## src/rtl/tmef_pkg.sv

```systemverilog
package tmef_pkg;

    // Field widths
    localparam int SAMPLE_W  = 16;  // stored sample, median and average width
    localparam int IN_W      = 17;  // raw signed sample width
    localparam int ALPHA_W   = 3;
    localparam int FENCE_W   = 4;
    localparam int MINC_W    = 5;
    localparam int CFG_IDX_W = 2;
    localparam int CFG_DAT_W = 5;
    localparam int MAX_CH    = 4;

    // Fence arithmetic: fence_halves * iqr, and doubled-scale compare operands
    localparam int PROD_W = FENCE_W + SAMPLE_W;
    localparam int CMP_W  = PROD_W + 2;

    // Configuration register indexes
    localparam logic [CFG_IDX_W-1:0] CFG_ALPHA_SHIFT  = 2'd0;
    localparam logic [CFG_IDX_W-1:0] CFG_FENCE_HALVES = 2'd1;
    localparam logic [CFG_IDX_W-1:0] CFG_MIN_CLEAN    = 2'd2;

    // Configuration reset values
    localparam logic [ALPHA_W-1:0] ALPHA_RST = 3'd2;
    localparam logic [FENCE_W-1:0] FENCE_RST = 4'd3;
    localparam logic [MINC_W-1:0]  MINC_RST  = 5'd3;

    typedef enum logic [4:0] {
        ST_IDLE,
        ST_WRITE,
        ST_KEY_RD,
        ST_KEY_LD,
        ST_CMP_RD,
        ST_CMP_CHK,
        ST_RANK_WR,
        ST_Q1_RD,
        ST_Q1_LD,
        ST_Q3_RD,
        ST_Q3_LD,
        ST_MED_RD,
        ST_MED_LD,
        ST_FENCE_MUL,
        ST_FENCE_SET,
        ST_SCAN_RD,
        ST_SCAN_LO,
        ST_SCAN_HI,
        ST_PICK_RD,
        ST_PICK_LD,
        ST_AVG,
        ST_DONE
    } state_t;

endpackage

```

## src/rtl/tukey_median_ema_filter.sv

```systemverilog
// A beat that does not finish a batch is written to the sample memory channel by channel;
// a failed read gives its result beat in the cycle after acceptance. A finishing beat
// also runs the rank sort, fences and averages of every channel, its time set by the
// single-port rank sort on one shared comparator. One beat in flight.
// Reset (aresetn, synchronous, active low): sample count, averages, primed flag and
// output valid clear; registers return to alpha_shift=2, fence_halves=3, min_clean=3.
module tukey_median_ema_filter #(
    parameter int SAMPLES  = 5,
    parameter int CHANNELS = 4
) (
    input  logic                                  aclk,
    input  logic                                  aresetn,

    // configuration write port
    input  logic                                  cfg_we,
    input  logic [tmef_pkg::CFG_IDX_W-1:0]        cfg_index,
    input  logic [tmef_pkg::CFG_DAT_W-1:0]        cfg_wdata,

    // sample channel
    input  logic                                  s_valid,
    output logic                                  s_ready,
    input  logic signed [tmef_pkg::IN_W-1:0]      s_pm1_sample,
    input  logic signed [tmef_pkg::IN_W-1:0]      s_pm25_sample,
    input  logic signed [tmef_pkg::IN_W-1:0]      s_pm4_sample,
    input  logic signed [tmef_pkg::IN_W-1:0]      s_pm10_sample,
    input  logic                                  s_read_ok,

    // result channel
    output logic                                  m_valid,
    input  logic                                  m_ready,
    output logic [tmef_pkg::SAMPLE_W-1:0]         m_pm1_median,
    output logic [tmef_pkg::SAMPLE_W-1:0]         m_pm25_median,
    output logic [tmef_pkg::SAMPLE_W-1:0]         m_pm4_median,
    output logic [tmef_pkg::SAMPLE_W-1:0]         m_pm10_median,
    output logic [tmef_pkg::SAMPLE_W-1:0]         m_pm1_average,
    output logic [tmef_pkg::SAMPLE_W-1:0]         m_pm25_average,
    output logic [tmef_pkg::SAMPLE_W-1:0]         m_pm4_average,
    output logic [tmef_pkg::SAMPLE_W-1:0]         m_pm10_average,
    output logic                                  m_batch_ok
);

    localparam int SW     = tmef_pkg::SAMPLE_W;
    localparam int CMPW   = tmef_pkg::CMP_W;
    localparam int PRODW  = tmef_pkg::PROD_W;
    localparam int MCW    = tmef_pkg::MINC_W;
    localparam int NCH    = tmef_pkg::MAX_CH;
    localparam int IW     = $clog2(SAMPLES);                      // sample index
    localparam int CW     = (CHANNELS > 1) ? $clog2(CHANNELS) : 1; // channel index
    localparam int CNTW   = $clog2(SAMPLES + 1);                  // counts 0..SAMPLES
    localparam int DEPTH  = 1 << (CW + IW);

    // sorted positions of the quartiles and the plain median
    localparam logic [IW-1:0] Q1_POS   = IW'(SAMPLES / 4);
    localparam logic [IW-1:0] Q3_POS   = IW'((3 * SAMPLES) / 4);
    localparam logic [IW-1:0] MED_POS  = IW'(SAMPLES / 2);
    localparam logic [IW-1:0] LAST_POS = IW'(SAMPLES - 1);
    localparam logic [CW-1:0] LAST_CH  = CW'(CHANNELS - 1);

    //------------------------------------------------------------------
    // Registers
    //------------------------------------------------------------------
    tmef_pkg::state_t state_reg, state_next;

    logic [tmef_pkg::ALPHA_W-1:0] alpha_reg;
    logic [tmef_pkg::FENCE_W-1:0] fence_reg;
    logic [MCW-1:0]               minc_reg;

    logic [IW-1:0]   count_reg, count_next;   // samples held in the open batch
    logic [CW-1:0]   ch_reg, ch_next;
    logic [IW-1:0]   i_reg, i_next;           // outer index (sort, scan)
    logic [IW-1:0]   j_reg, j_next;           // inner index (rank compare)
    logic [IW-1:0]   rank_reg, rank_next;
    logic [SW-1:0]   key_reg, key_next;
    logic [SW-1:0]   q1_reg, q1_next;
    logic [SW-1:0]   q3_reg, q3_next;
    logic [SW-1:0]   plain_reg, plain_next;
    logic [PRODW-1:0] prod_reg, prod_next;
    logic signed [CMPW-1:0] lo2_reg, lo2_next;
    logic signed [CMPW-1:0] hi2_reg, hi2_next;
    logic signed [CMPW-1:0] x2_reg, x2_next;
    logic [CNTW-1:0] nlo_reg, nlo_next;       // sorted samples below the low fence
    logic [CNTW-1:0] nk_reg, nk_next;         // samples inside the fences
    logic [SW-1:0]   samp_reg [CHANNELS];
    logic [SW-1:0]   samp_next [CHANNELS];
    logic [SW-1:0]   med_reg [NCH];
    logic [SW-1:0]   med_next [NCH];
    logic [SW-1:0]   avg_reg [NCH];
    logic [SW-1:0]   avg_next [NCH];
    logic            primed_reg, primed_next;
    logic            m_valid_reg, m_valid_next;
    logic            batch_ok_reg, batch_ok_next;

    // memories: raw samples per channel, and the sorted copy of one channel
    logic [SW-1:0]   smp_mem [DEPTH];
    logic [SW-1:0]   srt_mem [SAMPLES];
    logic [SW-1:0]   mem_rd_reg;
    logic [SW-1:0]   srt_rd_reg;

    //------------------------------------------------------------------
    // Control decode
    //------------------------------------------------------------------
    logic                   accept;
    logic                   mem_we;
    logic [CW+IW-1:0]       mem_waddr;
    logic [CW+IW-1:0]       mem_raddr;
    logic                   srt_we;
    logic [IW-1:0]          srt_raddr;
    logic signed [CMPW-1:0] cmp_a, cmp_b;
    logic                   cmp_lt;           // shared comparator: cmp_a < cmp_b
    logic                   use_clean;
    logic [CNTW-1:0]        pick_sum;

    logic signed [tmef_pkg::IN_W-1:0] in_raw [NCH];

    // EMA step
    logic [SW:0]   ema_d;
    logic [SW:0]   ema_neg;
    logic [SW-1:0] ema_mag;
    logic [SW-1:0] ema_sh;
    logic [SW-1:0] ema_new;

    assign in_raw[0] = s_pm1_sample;
    assign in_raw[1] = s_pm25_sample;
    assign in_raw[2] = s_pm4_sample;
    assign in_raw[3] = s_pm10_sample;

    // The result register parts the two sides: a new beat is taken when the
    // result slot is empty or is being emptied this cycle.
    assign s_ready = (state_reg == tmef_pkg::ST_IDLE) && (!m_valid_reg || m_ready);
    assign accept  = s_valid && s_ready;

    assign cmp_lt    = cmp_a < cmp_b;
    assign use_clean = (nk_reg != '0) && (MCW'(nk_reg) >= minc_reg);
    assign pick_sum  = nlo_reg + (nk_reg >> 1);

    // Kept samples are a contiguous run of the sorted list (the fences bound an
    // interval), so the cleaned median sits at nlo + nk/2.
    always_comb begin
        mem_we    = 1'b0;
        mem_waddr = {ch_reg, count_reg};
        mem_raddr = {ch_reg, i_reg};
        srt_we    = 1'b0;
        srt_raddr = i_reg;
        cmp_a     = '0;
        cmp_b     = '0;
        unique case (state_reg)
            tmef_pkg::ST_WRITE: begin
                mem_we = 1'b1;
            end
            tmef_pkg::ST_CMP_RD: begin
                mem_raddr = {ch_reg, j_reg};
            end
            tmef_pkg::ST_CMP_CHK: begin
                // rank with ties broken by index: earlier equal samples rank lower
                if (j_reg < i_reg) begin
                    cmp_a = $signed(CMPW'(key_reg));
                    cmp_b = $signed(CMPW'(mem_rd_reg));
                end else begin
                    cmp_a = $signed(CMPW'(mem_rd_reg));
                    cmp_b = $signed(CMPW'(key_reg));
                end
            end
            tmef_pkg::ST_RANK_WR: begin
                srt_we = 1'b1;
            end
            tmef_pkg::ST_Q1_RD:  srt_raddr = Q1_POS;
            tmef_pkg::ST_Q3_RD:  srt_raddr = Q3_POS;
            tmef_pkg::ST_MED_RD: srt_raddr = MED_POS;
            tmef_pkg::ST_SCAN_LO: begin
                cmp_a = $signed(CMPW'({srt_rd_reg, 1'b0}));
                cmp_b = lo2_reg;
            end
            tmef_pkg::ST_SCAN_HI: begin
                cmp_a = hi2_reg;
                cmp_b = x2_reg;
            end
            tmef_pkg::ST_PICK_RD: srt_raddr = pick_sum[IW-1:0];
            default: begin
            end
        endcase
    end

    // average += (median - average) / 2^alpha_shift, quotient truncated toward zero
    always_comb begin
        ema_d   = {1'b0, med_reg[ch_reg]} - {1'b0, avg_reg[ch_reg]};
        ema_neg = -ema_d;
        ema_mag = ema_d[SW] ? ema_neg[SW-1:0] : ema_d[SW-1:0];
        ema_sh  = ema_mag >> alpha_reg;
        ema_new = ema_d[SW] ? (avg_reg[ch_reg] - ema_sh) : (avg_reg[ch_reg] + ema_sh);
    end

    //------------------------------------------------------------------
    // Next state
    //------------------------------------------------------------------
    always_comb begin
        state_next = state_reg;
        unique case (state_reg)
            tmef_pkg::ST_IDLE: begin
                if (accept && s_read_ok) state_next = tmef_pkg::ST_WRITE;
            end
            tmef_pkg::ST_WRITE: begin
                if (ch_reg == LAST_CH) begin
                    state_next = (count_reg == LAST_POS) ? tmef_pkg::ST_KEY_RD
                                                         : tmef_pkg::ST_IDLE;
                end
            end
            tmef_pkg::ST_KEY_RD:  state_next = tmef_pkg::ST_KEY_LD;
            tmef_pkg::ST_KEY_LD:  state_next = tmef_pkg::ST_CMP_RD;
            tmef_pkg::ST_CMP_RD:  state_next = tmef_pkg::ST_CMP_CHK;
            tmef_pkg::ST_CMP_CHK: begin
                state_next = (j_reg == LAST_POS) ? tmef_pkg::ST_RANK_WR
                                                 : tmef_pkg::ST_CMP_RD;
            end
            tmef_pkg::ST_RANK_WR: begin
                state_next = (i_reg == LAST_POS) ? tmef_pkg::ST_Q1_RD
                                                 : tmef_pkg::ST_KEY_RD;
            end
            tmef_pkg::ST_Q1_RD:     state_next = tmef_pkg::ST_Q1_LD;
            tmef_pkg::ST_Q1_LD:     state_next = tmef_pkg::ST_Q3_RD;
            tmef_pkg::ST_Q3_RD:     state_next = tmef_pkg::ST_Q3_LD;
            tmef_pkg::ST_Q3_LD:     state_next = tmef_pkg::ST_MED_RD;
            tmef_pkg::ST_MED_RD:    state_next = tmef_pkg::ST_MED_LD;
            tmef_pkg::ST_MED_LD:    state_next = tmef_pkg::ST_FENCE_MUL;
            tmef_pkg::ST_FENCE_MUL: state_next = tmef_pkg::ST_FENCE_SET;
            tmef_pkg::ST_FENCE_SET: state_next = tmef_pkg::ST_SCAN_RD;
            tmef_pkg::ST_SCAN_RD:   state_next = tmef_pkg::ST_SCAN_LO;
            tmef_pkg::ST_SCAN_LO: begin
                if (!cmp_lt) begin
                    state_next = tmef_pkg::ST_SCAN_HI;
                end else begin
                    state_next = (i_reg == LAST_POS) ? tmef_pkg::ST_PICK_RD
                                                     : tmef_pkg::ST_SCAN_RD;
                end
            end
            tmef_pkg::ST_SCAN_HI: begin
                state_next = (i_reg == LAST_POS) ? tmef_pkg::ST_PICK_RD
                                                 : tmef_pkg::ST_SCAN_RD;
            end
            tmef_pkg::ST_PICK_RD: state_next = tmef_pkg::ST_PICK_LD;
            tmef_pkg::ST_PICK_LD: state_next = tmef_pkg::ST_AVG;
            tmef_pkg::ST_AVG: begin
                state_next = (ch_reg == LAST_CH) ? tmef_pkg::ST_DONE
                                                 : tmef_pkg::ST_KEY_RD;
            end
            tmef_pkg::ST_DONE: state_next = tmef_pkg::ST_IDLE;
            default:           state_next = tmef_pkg::ST_IDLE;
        endcase
    end

    //------------------------------------------------------------------
    // Datapath next values
    //------------------------------------------------------------------
    always_comb begin
        count_next    = count_reg;
        ch_next       = ch_reg;
        i_next        = i_reg;
        j_next        = j_reg;
        rank_next     = rank_reg;
        key_next      = key_reg;
        q1_next       = q1_reg;
        q3_next       = q3_reg;
        plain_next    = plain_reg;
        prod_next     = prod_reg;
        lo2_next      = lo2_reg;
        hi2_next      = hi2_reg;
        x2_next       = x2_reg;
        nlo_next      = nlo_reg;
        nk_next       = nk_reg;
        samp_next     = samp_reg;
        med_next      = med_reg;
        avg_next      = avg_reg;
        primed_next   = primed_reg;
        batch_ok_next = batch_ok_reg;
        m_valid_next  = m_valid_reg;

        if (m_valid_reg && m_ready) m_valid_next = 1'b0;

        unique case (state_reg)
            tmef_pkg::ST_IDLE: begin
                if (accept) begin
                    if (s_read_ok) begin
                        // negative samples clamp to zero
                        for (int c = 0; c < CHANNELS; c++) begin
                            samp_next[c] = in_raw[c][SW] ? '0 : in_raw[c][SW-1:0];
                        end
                        ch_next = '0;
                    end else begin
                        // failed read: drop the batch, report stored averages
                        count_next    = '0;
                        for (int c = 0; c < NCH; c++) med_next[c] = '0;
                        batch_ok_next = 1'b0;
                        m_valid_next  = 1'b1;
                    end
                end
            end
            tmef_pkg::ST_WRITE: begin
                if (ch_reg == LAST_CH) begin
                    ch_next = '0;
                    i_next  = '0;
                    count_next = (count_reg == LAST_POS) ? '0 : count_reg + 1'b1;
                end else begin
                    ch_next = ch_reg + 1'b1;
                end
            end
            tmef_pkg::ST_KEY_LD: begin
                key_next  = mem_rd_reg;
                j_next    = '0;
                rank_next = '0;
            end
            tmef_pkg::ST_CMP_CHK: begin
                if ((j_reg < i_reg) ? !cmp_lt : cmp_lt) rank_next = rank_reg + 1'b1;
                if (j_reg != LAST_POS) j_next = j_reg + 1'b1;
            end
            tmef_pkg::ST_RANK_WR: begin
                i_next = (i_reg == LAST_POS) ? '0 : i_reg + 1'b1;
            end
            tmef_pkg::ST_Q1_LD:  q1_next    = srt_rd_reg;
            tmef_pkg::ST_Q3_LD:  q3_next    = srt_rd_reg;
            tmef_pkg::ST_MED_LD: plain_next = srt_rd_reg;
            tmef_pkg::ST_FENCE_MUL: begin
                prod_next = PRODW'(fence_reg) * PRODW'(q3_reg - q1_reg);
            end
            tmef_pkg::ST_FENCE_SET: begin
                // closed fences at doubled scale
                lo2_next = $signed(CMPW'({q1_reg, 1'b0})) - $signed(CMPW'(prod_reg));
                hi2_next = $signed(CMPW'({q3_reg, 1'b0})) + $signed(CMPW'(prod_reg));
                i_next   = '0;
                nlo_next = '0;
                nk_next  = '0;
            end
            tmef_pkg::ST_SCAN_LO: begin
                if (cmp_lt) begin
                    nlo_next = nlo_reg + 1'b1;
                    i_next   = (i_reg == LAST_POS) ? '0 : i_reg + 1'b1;
                end else begin
                    x2_next = $signed(CMPW'({srt_rd_reg, 1'b0}));
                end
            end
            tmef_pkg::ST_SCAN_HI: begin
                if (!cmp_lt) nk_next = nk_reg + 1'b1;
                i_next = (i_reg == LAST_POS) ? '0 : i_reg + 1'b1;
            end
            tmef_pkg::ST_PICK_LD: begin
                med_next[ch_reg] = use_clean ? srt_rd_reg : plain_reg;
            end
            tmef_pkg::ST_AVG: begin
                avg_next[ch_reg] = primed_reg ? ema_new : med_reg[ch_reg];
                ch_next = (ch_reg == LAST_CH) ? '0 : ch_reg + 1'b1;
            end
            tmef_pkg::ST_DONE: begin
                primed_next   = 1'b1;
                batch_ok_next = 1'b1;
                m_valid_next  = 1'b1;
            end
            default: begin
            end
        endcase
    end

    //------------------------------------------------------------------
    // Control registers
    //------------------------------------------------------------------
    always_ff @(posedge aclk) begin
        if (!aresetn) begin
            state_reg   <= tmef_pkg::ST_IDLE;
            count_reg   <= '0;
            ch_reg      <= '0;
            i_reg       <= '0;
            primed_reg  <= 1'b0;
            m_valid_reg <= 1'b0;
            for (int c = 0; c < NCH; c++) begin
                med_reg[c] <= '0;
                avg_reg[c] <= '0;
            end
        end else begin
            state_reg   <= state_next;
            count_reg   <= count_next;
            ch_reg      <= ch_next;
            i_reg       <= i_next;
            primed_reg  <= primed_next;
            m_valid_reg <= m_valid_next;
            med_reg     <= med_next;
            avg_reg     <= avg_next;
        end
    end

    // configuration registers; writes to an unknown index are ignored
    always_ff @(posedge aclk) begin
        if (!aresetn) begin
            alpha_reg <= tmef_pkg::ALPHA_RST;
            fence_reg <= tmef_pkg::FENCE_RST;
            minc_reg  <= tmef_pkg::MINC_RST;
        end else if (cfg_we) begin
            unique case (cfg_index)
                tmef_pkg::CFG_ALPHA_SHIFT:  alpha_reg <= cfg_wdata[tmef_pkg::ALPHA_W-1:0];
                tmef_pkg::CFG_FENCE_HALVES: fence_reg <= cfg_wdata[tmef_pkg::FENCE_W-1:0];
                tmef_pkg::CFG_MIN_CLEAN:    minc_reg  <= cfg_wdata[MCW-1:0];
                default: begin
                end
            endcase
        end
    end

    // payload registers, no reset
    always_ff @(posedge aclk) begin
        j_reg        <= j_next;
        rank_reg     <= rank_next;
        key_reg      <= key_next;
        q1_reg       <= q1_next;
        q3_reg       <= q3_next;
        plain_reg    <= plain_next;
        prod_reg     <= prod_next;
        lo2_reg      <= lo2_next;
        hi2_reg      <= hi2_next;
        x2_reg       <= x2_next;
        nlo_reg      <= nlo_next;
        nk_reg       <= nk_next;
        samp_reg     <= samp_next;
        batch_ok_reg <= batch_ok_next;
    end

    //------------------------------------------------------------------
    // Memories: one write and one registered read per cycle each
    //------------------------------------------------------------------
    always_ff @(posedge aclk) begin
        if (mem_we) smp_mem[mem_waddr] <= samp_reg[ch_reg];
        mem_rd_reg <= smp_mem[mem_raddr];
    end

    always_ff @(posedge aclk) begin
        if (srt_we) srt_mem[rank_reg] <= key_reg;
        srt_rd_reg <= srt_mem[srt_raddr];
    end

    //------------------------------------------------------------------
    // Result beat
    //------------------------------------------------------------------
    assign m_valid        = m_valid_reg;
    assign m_batch_ok     = batch_ok_reg;
    assign m_pm1_median   = med_reg[0];
    assign m_pm25_median  = med_reg[1];
    assign m_pm4_median   = med_reg[2];
    assign m_pm10_median  = med_reg[3];
    assign m_pm1_average  = avg_reg[0];
    assign m_pm25_average = avg_reg[1];
    assign m_pm4_average  = avg_reg[2];
    assign m_pm10_average = avg_reg[3];

endmodule

```

## config.mk

```make
export PLATFORM = sky130hd
export DESIGN_NAME = tukey_median_ema_filter
export DESIGN_NICKNAME = d
export VERILOG_FILES = /design/src/rtl/tmef_pkg.sv /design/src/rtl/tukey_median_ema_filter.sv
export SDC_FILE = /design/constraint.sdc
export NUM_CORES = 2
export LEC_CHECK = 0
export ABC_AREA = 0
export BUFFER_PORTS_ARGS = -buffer_cell sky130_fd_sc_hd__buf_2
export CORE_MARGIN = 8
export CORE_UTILIZATION = 40
export DETAILED_ROUTE_END_ITERATION = 10
export MAX_ROUTING_LAYER = met4
export PLACE_DENSITY = 0.6
export SYNTH_ARGS = -nofsm -noshare
export SYNTH_HDL_FRONTEND = slang
export SYNTH_SLANG_ARGS = --single-unit
```

## constraint.sdc

```tcl
create_clock -name aclk -period 12.2 [get_ports aclk]
set_input_delay 0 -clock aclk [delete_from_list [all_inputs] [get_ports aclk]]
set_output_delay 0 -clock aclk [all_outputs]
set_load 0.02 [all_outputs]
```

# After elaboration in Yosys (flattened, before gate mapping)
# Memory sizes are Yosys's and may differ from the RTL's. A register that Yosys moved wholly into a read port is not among the register bits.
# Index checks and enable logic that the tools add are counted.
[word_totals]
word_cells = 204
ramBits = 592
reg_bits = 376
n_memories = 2
[mem_list]
columns = ["name", "words", "width", "rd", "rd_ports_with_merged_regs", "write_ports", "line_no", "source"]
rows = [
  ["smp_mem", 32, 16, 1, 1, 1, "tukey_median_ema_filter.sv:94", "logic [SW-1:0] smp_mem [DEPTH];"],
  ["srt_mem", 5, 16, 1, 1, 1, "tukey_median_ema_filter.sv:95", "logic [SW-1:0] srt_mem [SAMPLES];"],
]
[classes]
mul = 1
n_bitwise = 2
shifts = 1
addsub = 15
mux = 70
n_eq_ne = 37
n_reduce_logical = 37
magnitude_cmp = 5
[op_table]
columns = ["op", "count"]
rows = [
  ["two-way mux 16 bit", 13],
  ["case mux 22 bit (3 select lines)", 2],
  ["bitwise mux 64 bit", 2],
  ["two-way mux 64 bit", 2],
  ["case mux 64 bit (2 select lines)", 1],
  ["case mux 5 bit (21 select lines)", 1],
  ["binary-select mux 16 bit (select 2 bit)", 3],
  ["equality test 5 x 4 -> 1 bit, second input constant", 8],
  ["two-way mux 3 bit", 13],
  ["subtractor 16 x 16 -> 17 bit", 2],
  ["demux 16 bit (select 2 bit)", 1],
  ["equality test 5 bit, second input constant", 6],
  ["case mux 3 bit (2 select lines)", 5],
  ["two-way mux 5 bit", 5],
  ["case mux 3 bit (4 select lines)", 2],
  ["< comparator 22 bit", 1],
  ["adder 17 x 20 -> 21 bit", 1],
  ["subtractor 17 x 20 -> 21 bit", 1],
  ["equality test 5 x 3 -> 1 bit, second input constant", 4],
  ["multiplier 4 x 20 -> 20 bit", 1],
  ["adder 3 x 1 -> 3 bit, second input constant", 6],
  ["AND reduction 2 bit", 9],
  ["adder 16 bit", 1],
  ["!= test 2 bit, second input constant", 8],
  ["33 further kinds", 70],
]

# Longest topological paths before layout
[logic_depth]
word_depth = 12
ltp_mapped = 34
depth_no_buf = 30

# Worst setup path before layout
# Ideal clock, no wire load.
[synth_path]
path_type = "register to register"
startpoint = "register ch_reg[0]"
endpoint = "register avg_reg (netlist bit m_pm25_average[15])"
path_stages_with_launch = 31
required_time_ns = 12.063
path_buffers = 4
arrival_time_ns = 8.428
slack_ns = 3.634
cell_sequence = "dfxtp_1 -> buf_1 -> buf_1 -> buf_1 -> clkbuf_1 -> mux4_2 -> inv_1 -> fa_1 -> a211o_1 -> and4_1 -> nor3_2 -> nand2_1 -> nor4_4 -> a21oi_2 -> a2bb2o_4 -> a2111o_1 -> a31oi_1 -> nor2_1 -> a21oi_1 -> xnor2_1 -> ha_1 -> and3_1 -> a211o_1 -> a21oi_1 -> o21bai_1 -> a31o_2 -> a31oi_1 -> xnor3_1 -> and4_1 -> mux2i_1 -> a31oi_1"
[synth_between]
elab_chain_cells = 12
[synth_lines]
columns = ["item", "line_no", "source"]
rows = [
  ["start: declaration", "tukey_median_ema_filter.sv:69", "logic [CW-1:0] ch_reg, ch_next;"],
  ["start signal: assignment", "tukey_median_ema_filter.sv:378", "ch_reg <= ch_next;"],
  ["inverter 2 -> 3 bit *", "tukey_median_ema_filter.sv:185, tukey_median_ema_filter.sv:189, tukey_median_ema_filter.sv:347", ""],
  ["binary-select mux 16 bit (select 2 bit), on equally long branches", "tukey_median_ema_filter.sv:185, tukey_median_ema_filter.sv:347, tukey_median_ema_filter.sv:189", ""],
  ["two-way mux 16 bit, on equally long branches (2 in a row)", "tukey_median_ema_filter.sv:185, tukey_median_ema_filter.sv:347, tukey_median_ema_filter.sv:189", ""],
  ["subtractor 16 x 16 -> 17 bit", "tukey_median_ema_filter.sv:185", "ema_d = {1'b0, med_reg[ch_reg]} - {1'b0, avg_reg[ch_reg]};"],
  ["negator 16 bit", "tukey_median_ema_filter.sv:186", "ema_neg = -ema_d;"],
  ["two-way mux 16 bit", "tukey_median_ema_filter.sv:187", "ema_mag = ema_d[SW] ? ema_neg[SW-1:0] : ema_d[SW-1:0];"],
  ["right shift 16 x 3 -> 16 bit", "tukey_median_ema_filter.sv:188", "ema_sh = ema_mag >> alpha_reg;"],
  ["adder 16 bit or subtractor 16 bit (tied branches)", "tukey_median_ema_filter.sv:189", "ema_new = ema_d[SW] ? (avg_reg[ch_reg] - ema_sh) : (avg_reg[ch_reg] + ema_sh);"],
  ["two-way mux 16 bit", "tukey_median_ema_filter.sv:189", ""],
  ["two-way mux 16 bit", "tukey_median_ema_filter.sv:347", "avg_next[ch_reg] = primed_reg ? ema_new : med_reg[ch_reg];"],
  ["bitwise mux 64 bit *", "tukey_median_ema_filter.sv:347", ""],
  ["end signal: assignment", "tukey_median_ema_filter.sv:383", "avg_reg <= avg_next;"],
  ["end: declaration", "tukey_median_ema_filter.sv:87", "logic [SW-1:0] avg_reg [NCH];"],
]
# Mark *: on every way between the ends. The rest lies on a longest branch, timed or not. The select of a mux whose other input is x is not followed.
# A chain may end at the register's enable or synchronous reset.

# Final worst setup path
[layout_path]
startpoint = "register ch_reg[1]"
endpoint = "register avg_reg (netlist bit m_pm1_average[15])"
# The elaborated chain is that of the path after synthesis.

==> summary by stage <==
STA
For this run, the top clock speed supported by timing is 112 MHz. After layout, the minimum clock period comes to 8.89 ns. Setup repair after global routing left no endpoint under its margin. The transition time at the pin with the least slew margin is 1.18 ns. The clock skew is 0.0787 ns. The number of pins exceeding their max-slew limit in the final report is 0.

The part of the cycle the worst path needs is 72.9%. The worst pin sits at a relative slew slack of 21.1%. The final-layout setup total negative slack is 0 ns. The worst hold margin is 0.0998 ns. The total count of hold-check failures in the final report is 0. The final number of setup-violating endpoints is 0.

Synth
For this run, the register share of the synthesized area comes to 59.6%. Measured against the total synthesized area, the mux share comes to 12.7%. The post-synthesis area per instance is 13.6 µm².

The number of cells produced by synthesis is 3475. The number of flops mapped to enable cells by yosys is 810. The mapped netlist covers 47100 µm². The post-synthesis xor/xnor area fraction is 1.81%. The fraction of synthesized cell area taken by the top area cell type is 51.6%. The post-synthesis net count is 3737. The fraction of synthesis flops using an asynchronous set or reset pin is 0%.

The synthesized netlist contains 101 unique library cells. The cell taking the most area after synthesis is sky130_fd_sc_hd__edfxtp_1. Yosys attributes the largest share of cell area to sky130_fd_sc_hd__edfxtp_1 (52%), sky130_fd_sc_hd__mux4_2 (10%), sky130_fd_sc_hd__dfxtp_1 (7.9%), sky130_fd_sc_hd__ha_1 (3.8%), sky130_fd_sc_hd__nor2_1 (2.9%).

In this run, synthesis produced a sequential element count of 997. The synthesized netlist devotes 8.68% of its cell area to compound gates. Of the total synthesized cell area, the portion taken by full adders, half adders and majority gates is 5.43%. The synthesized netlist devotes 9.01% of its cell area to simple gates.

The combinational family with the most area after synthesis is multiplexers. The predominant post-synthesis flop cell is sky130_fd_sc_hd__edfxtp_1. For this run, the number of Yosys warnings is 0.

Setup path
The signal arrival time at the worst endpoint is 9.39 ns. The capture instance of the worst register-to-register path is m_pm1_average[15]. The largest fanout of any net on the critical path is 46.

The number of cells on the worst reg-to-reg path is 28. The master of the slowest instance on the critical path is sky130_fd_sc_hd__dfxtp_4. The startpoint identified for the worst register-to-register timing path is ch_reg[1]. The worst setup path is launched from a flip-flop. The setup path with the least slack is of type flip-flop to flip-flop. STA classifies the critical path endpoint as a flip-flop. The critical path required time is 12.70 ns. The peak per-stage delay on the critical path is 0.94 ns. The slack of the worst reg-to-reg path is 3.31 ns.

Pwr
The fraction of power spent switching nets is 25.3%. The worst-case IR drop observed on VDD is 0.149 mV. The power density relative to cell area is 145 nW/µm². The internal power consumption is 5.98 mW. Combinational logic is responsible for 10.4% of the overall power. The sequential cell fraction of total power is 50.2%. The design draws 8.01 mW. Of the total power, the clock network draws 39.4%. The analysis attributes to cell leakage a power of 20.1 nW. The switching component of the power is 2.02 mW.

Route
The final route contains 30095 vias. The initial DRC count is 2698. After detailed routing, the number of remaining DRC violations is 0. Before antenna repair, the detailed router went through 6 iterations. The wire length after detailed routing is 125 mm. Dividing the detail-routed via count by the number of cells gives 5.51.

Dividing the detail-routed wire length by the instance count gives 23.0 µm. In this run the remaining antenna-violating nets after routing total 0.

Finish
The register with the most flip-flops in the layout has 512 of them. The top cell types in the final layout, fill and taps aside, are sky130_fd_sc_hd__edfxtp_1 (810), sky130_fd_sc_hd__nor2_1 (327), sky130_fd_sc_hd__nand2_1 (236), sky130_fd_sc_hd__buf_2 (211), sky130_fd_sc_hd__mux4_2 (209). Excluding fillers, the count of instances in the completed layout stands at 5458. The growth of design area from synthesis to finish is 16.9%.

Of the cells placed in the final design, the portion with a size suffix greater than 1 is 20.1%. The library cell used most frequently in the layout, excluding fill and tap cells, is sky130_fd_sc_hd__edfxtp_1. The final layout contains 4096 nets.

Clock tree
The number of buffers created by CTS is 101. The CTS clock-pin slew for the worst setup and hold paths is 0.06 ns. The clock network latency to the later pin of the worst-skew pair is 0.75 ns. The H-tree level count is 3.

TritonCTS built the clock tree. The number of sinks driven by the clock tree is 997. Post-CTS timing repair inserted 0 buffers for setup. The tree is rooted in a sky130_fd_sc_hd__clkbuf_16.

In this run, post-CTS repair resized a total of 0 instances. The number of buffers on the longest clock path is 3. The number of buffers added to fix hold violations after cts is 146.

Floorplan
The number of standard-cell rows in the floorplan is 126. 212 I/O pins were placed. The die covers 129000 µm². The floorplan step set the die width to 359 µm. The initial standard-cell utilization of the core is 40.1%. The region available for standard cell placement spans 117000 µm².

The die is 359 µm tall.

Global routing
The number of antenna violations at the first check in global routing was 7. Global routing consumed, over all layers together, 19.4% of the routing resources. The total congestion overflow after global routing is 0.

The largest net degree at the start of global routing is 129. The first global-routing pass estimated 188 mm of wire. The via count of the first global-routing pass is 29672.

Min path
The classification of the worst-slack hold path is input pin to flip-flop. The path with the worst hold slack has its endpoint at m_batch_ok. The launch instance of the worst min-delay path is s_valid. Along the worst hold path, the cell count comes to 3.

Placement
The global placer's final weighted congestion is 0.891. In this run the tool buffered the top-level ports with 211 buffer cells. Detailed placement finished with a half-perimeter wire length of 81.6 mm.

The number of cells after detailed placement is 5121.

Run status
The run finished with clean final reports.

Run
The number of maximum-capacitance violations is 0.
-- worst max path at each step --
stage                          from            endpoint  slack [ns]  depth (start not counted)
final                     ch_reg[1]   m_pm1_average[15]        3.31                         28
after global routing      ch_reg[1]   m_pm1_average[15]        2.78                         28
after CTS                 ch_reg[1]   m_pm1_average[15]        3.35                         28
after detailed placement  ch_reg[1]   m_pm1_average[15]        3.47                         28
after global placement    ch_reg[1]   m_pm1_average[15]        3.65                         27
after floorplan           ch_reg[0]  m_pm25_average[15]        3.63                         30
-- stage by stage --
stage / utilization, % / cell area (µm²) / setup slack, ns
6_report: 46.9 / 55100 / 3.31
5_1_grt: 46.9 / 55100 / 2.78
4_1_cts: 46.9 / 55100 / 3.35
3_5_place_dp: 42.7 / 50200 / 3.47
3_3_place_gp: 42.7 / 50200 / 3.65
2_1_floorplan: - / 47100 / 3.63
-- cells by family (layout without fill, tap and decap cells) --
kind of cell / after synthesis / after routing
AO/OA/AOI/OAI: 619 / 619
XOR/XNOR: 95 / 95
adder cells (fa/ha/maj): 181 / 181
buffers and inverters: 340 / 784
flip-flops: 997 / 997
multiplexers: 332 / 332
other: 0 / 3
AND/OR/NAND/NOR: 911 / 911
-- layout make-up --
class                   instances  area (µm²)
diodes                          3        7.51
well taps                    1536        1920
multi-input cells            2138       18000
repair buffers                431        3100
clock inverters                69         764
inverters                     165         622
clock buffers                 119        2630
fillers                     10277       62400
flip-flops and latches        997       28100
-- power groups by stage --
stage | combinational [mW] | sequential (mW) | clock (mW)
6_report | 0.830 | 4.02 | 3.16
5_1_grt | 0.900 | 4.03 | 3.34
4_1_cts | 0.839 | 4.02 | 3.21
3_5_place_dp | 0.800 | 4.09 | 0
3_3_place_gp | 0.793 | 4.09 | 0
2_1_floorplan | 0.518 | 4.02 | 0
-- synthesized netlist by cell type, types with 15 or more instances --
library cell and number:
sky130_fd_sc_hd__edfxtp_1 810, sky130_fd_sc_hd__nor2_1 363, sky130_fd_sc_hd__nand2_1 236, sky130_fd_sc_hd__mux4_2 209, sky130_fd_sc_hd__dfxtp_1 187, sky130_fd_sc_hd__a21oi_1 183
sky130_fd_sc_hd__inv_1 163, sky130_fd_sc_hd__ha_1 142, sky130_fd_sc_hd__clkbuf_1 127, sky130_fd_sc_hd__o21ai_0 125, sky130_fd_sc_hd__nor2b_1 87, sky130_fd_sc_hd__mux2i_1 81
sky130_fd_sc_hd__xnor2_1 68, sky130_fd_sc_hd__a211oi_1 67, sky130_fd_sc_hd__mux2_2 41, sky130_fd_sc_hd__nand3_1 40, sky130_fd_sc_hd__fa_1 39, sky130_fd_sc_hd__buf_1 37
sky130_fd_sc_hd__nor3_1 34, sky130_fd_sc_hd__and2_1 29, sky130_fd_sc_hd__a21o_1 26, sky130_fd_sc_hd__xor2_1 25, sky130_fd_sc_hd__and3_1 22, sky130_fd_sc_hd__nand2b_1 22
sky130_fd_sc_hd__a31oi_1 20, sky130_fd_sc_hd__a22oi_1 19, sky130_fd_sc_hd__a21boi_0 18, sky130_fd_sc_hd__a222oi_1 15
-- routing by layer --
metal | GRT usage, % | wire, µm | up-vias
met3 | 3.27 | 6920 | 181
li1 | - | - | 13839
met2 | 30.8 | 60000 | 900
met5 | - | 0 | -
met1 | 25.7 | 54900 | 15175
met4 | 5.40 | 3470 | 0
-- critical path, delay by kind of cell, from the launching register on --
family / cells / cell delay [ns]
buffers and inverters: 2 / 0.54
adder cells (fa/ha/maj): 2 / 0.60
AO/OA/AOI/OAI: 15 / 4.07
multiplexers: 2 / 0.94
AND/OR/NAND/NOR: 4 / 0.72
flip-flops: 1 / 0.94
XOR/XNOR: 3 / 0.80
(Power assumes the default switching activity.)
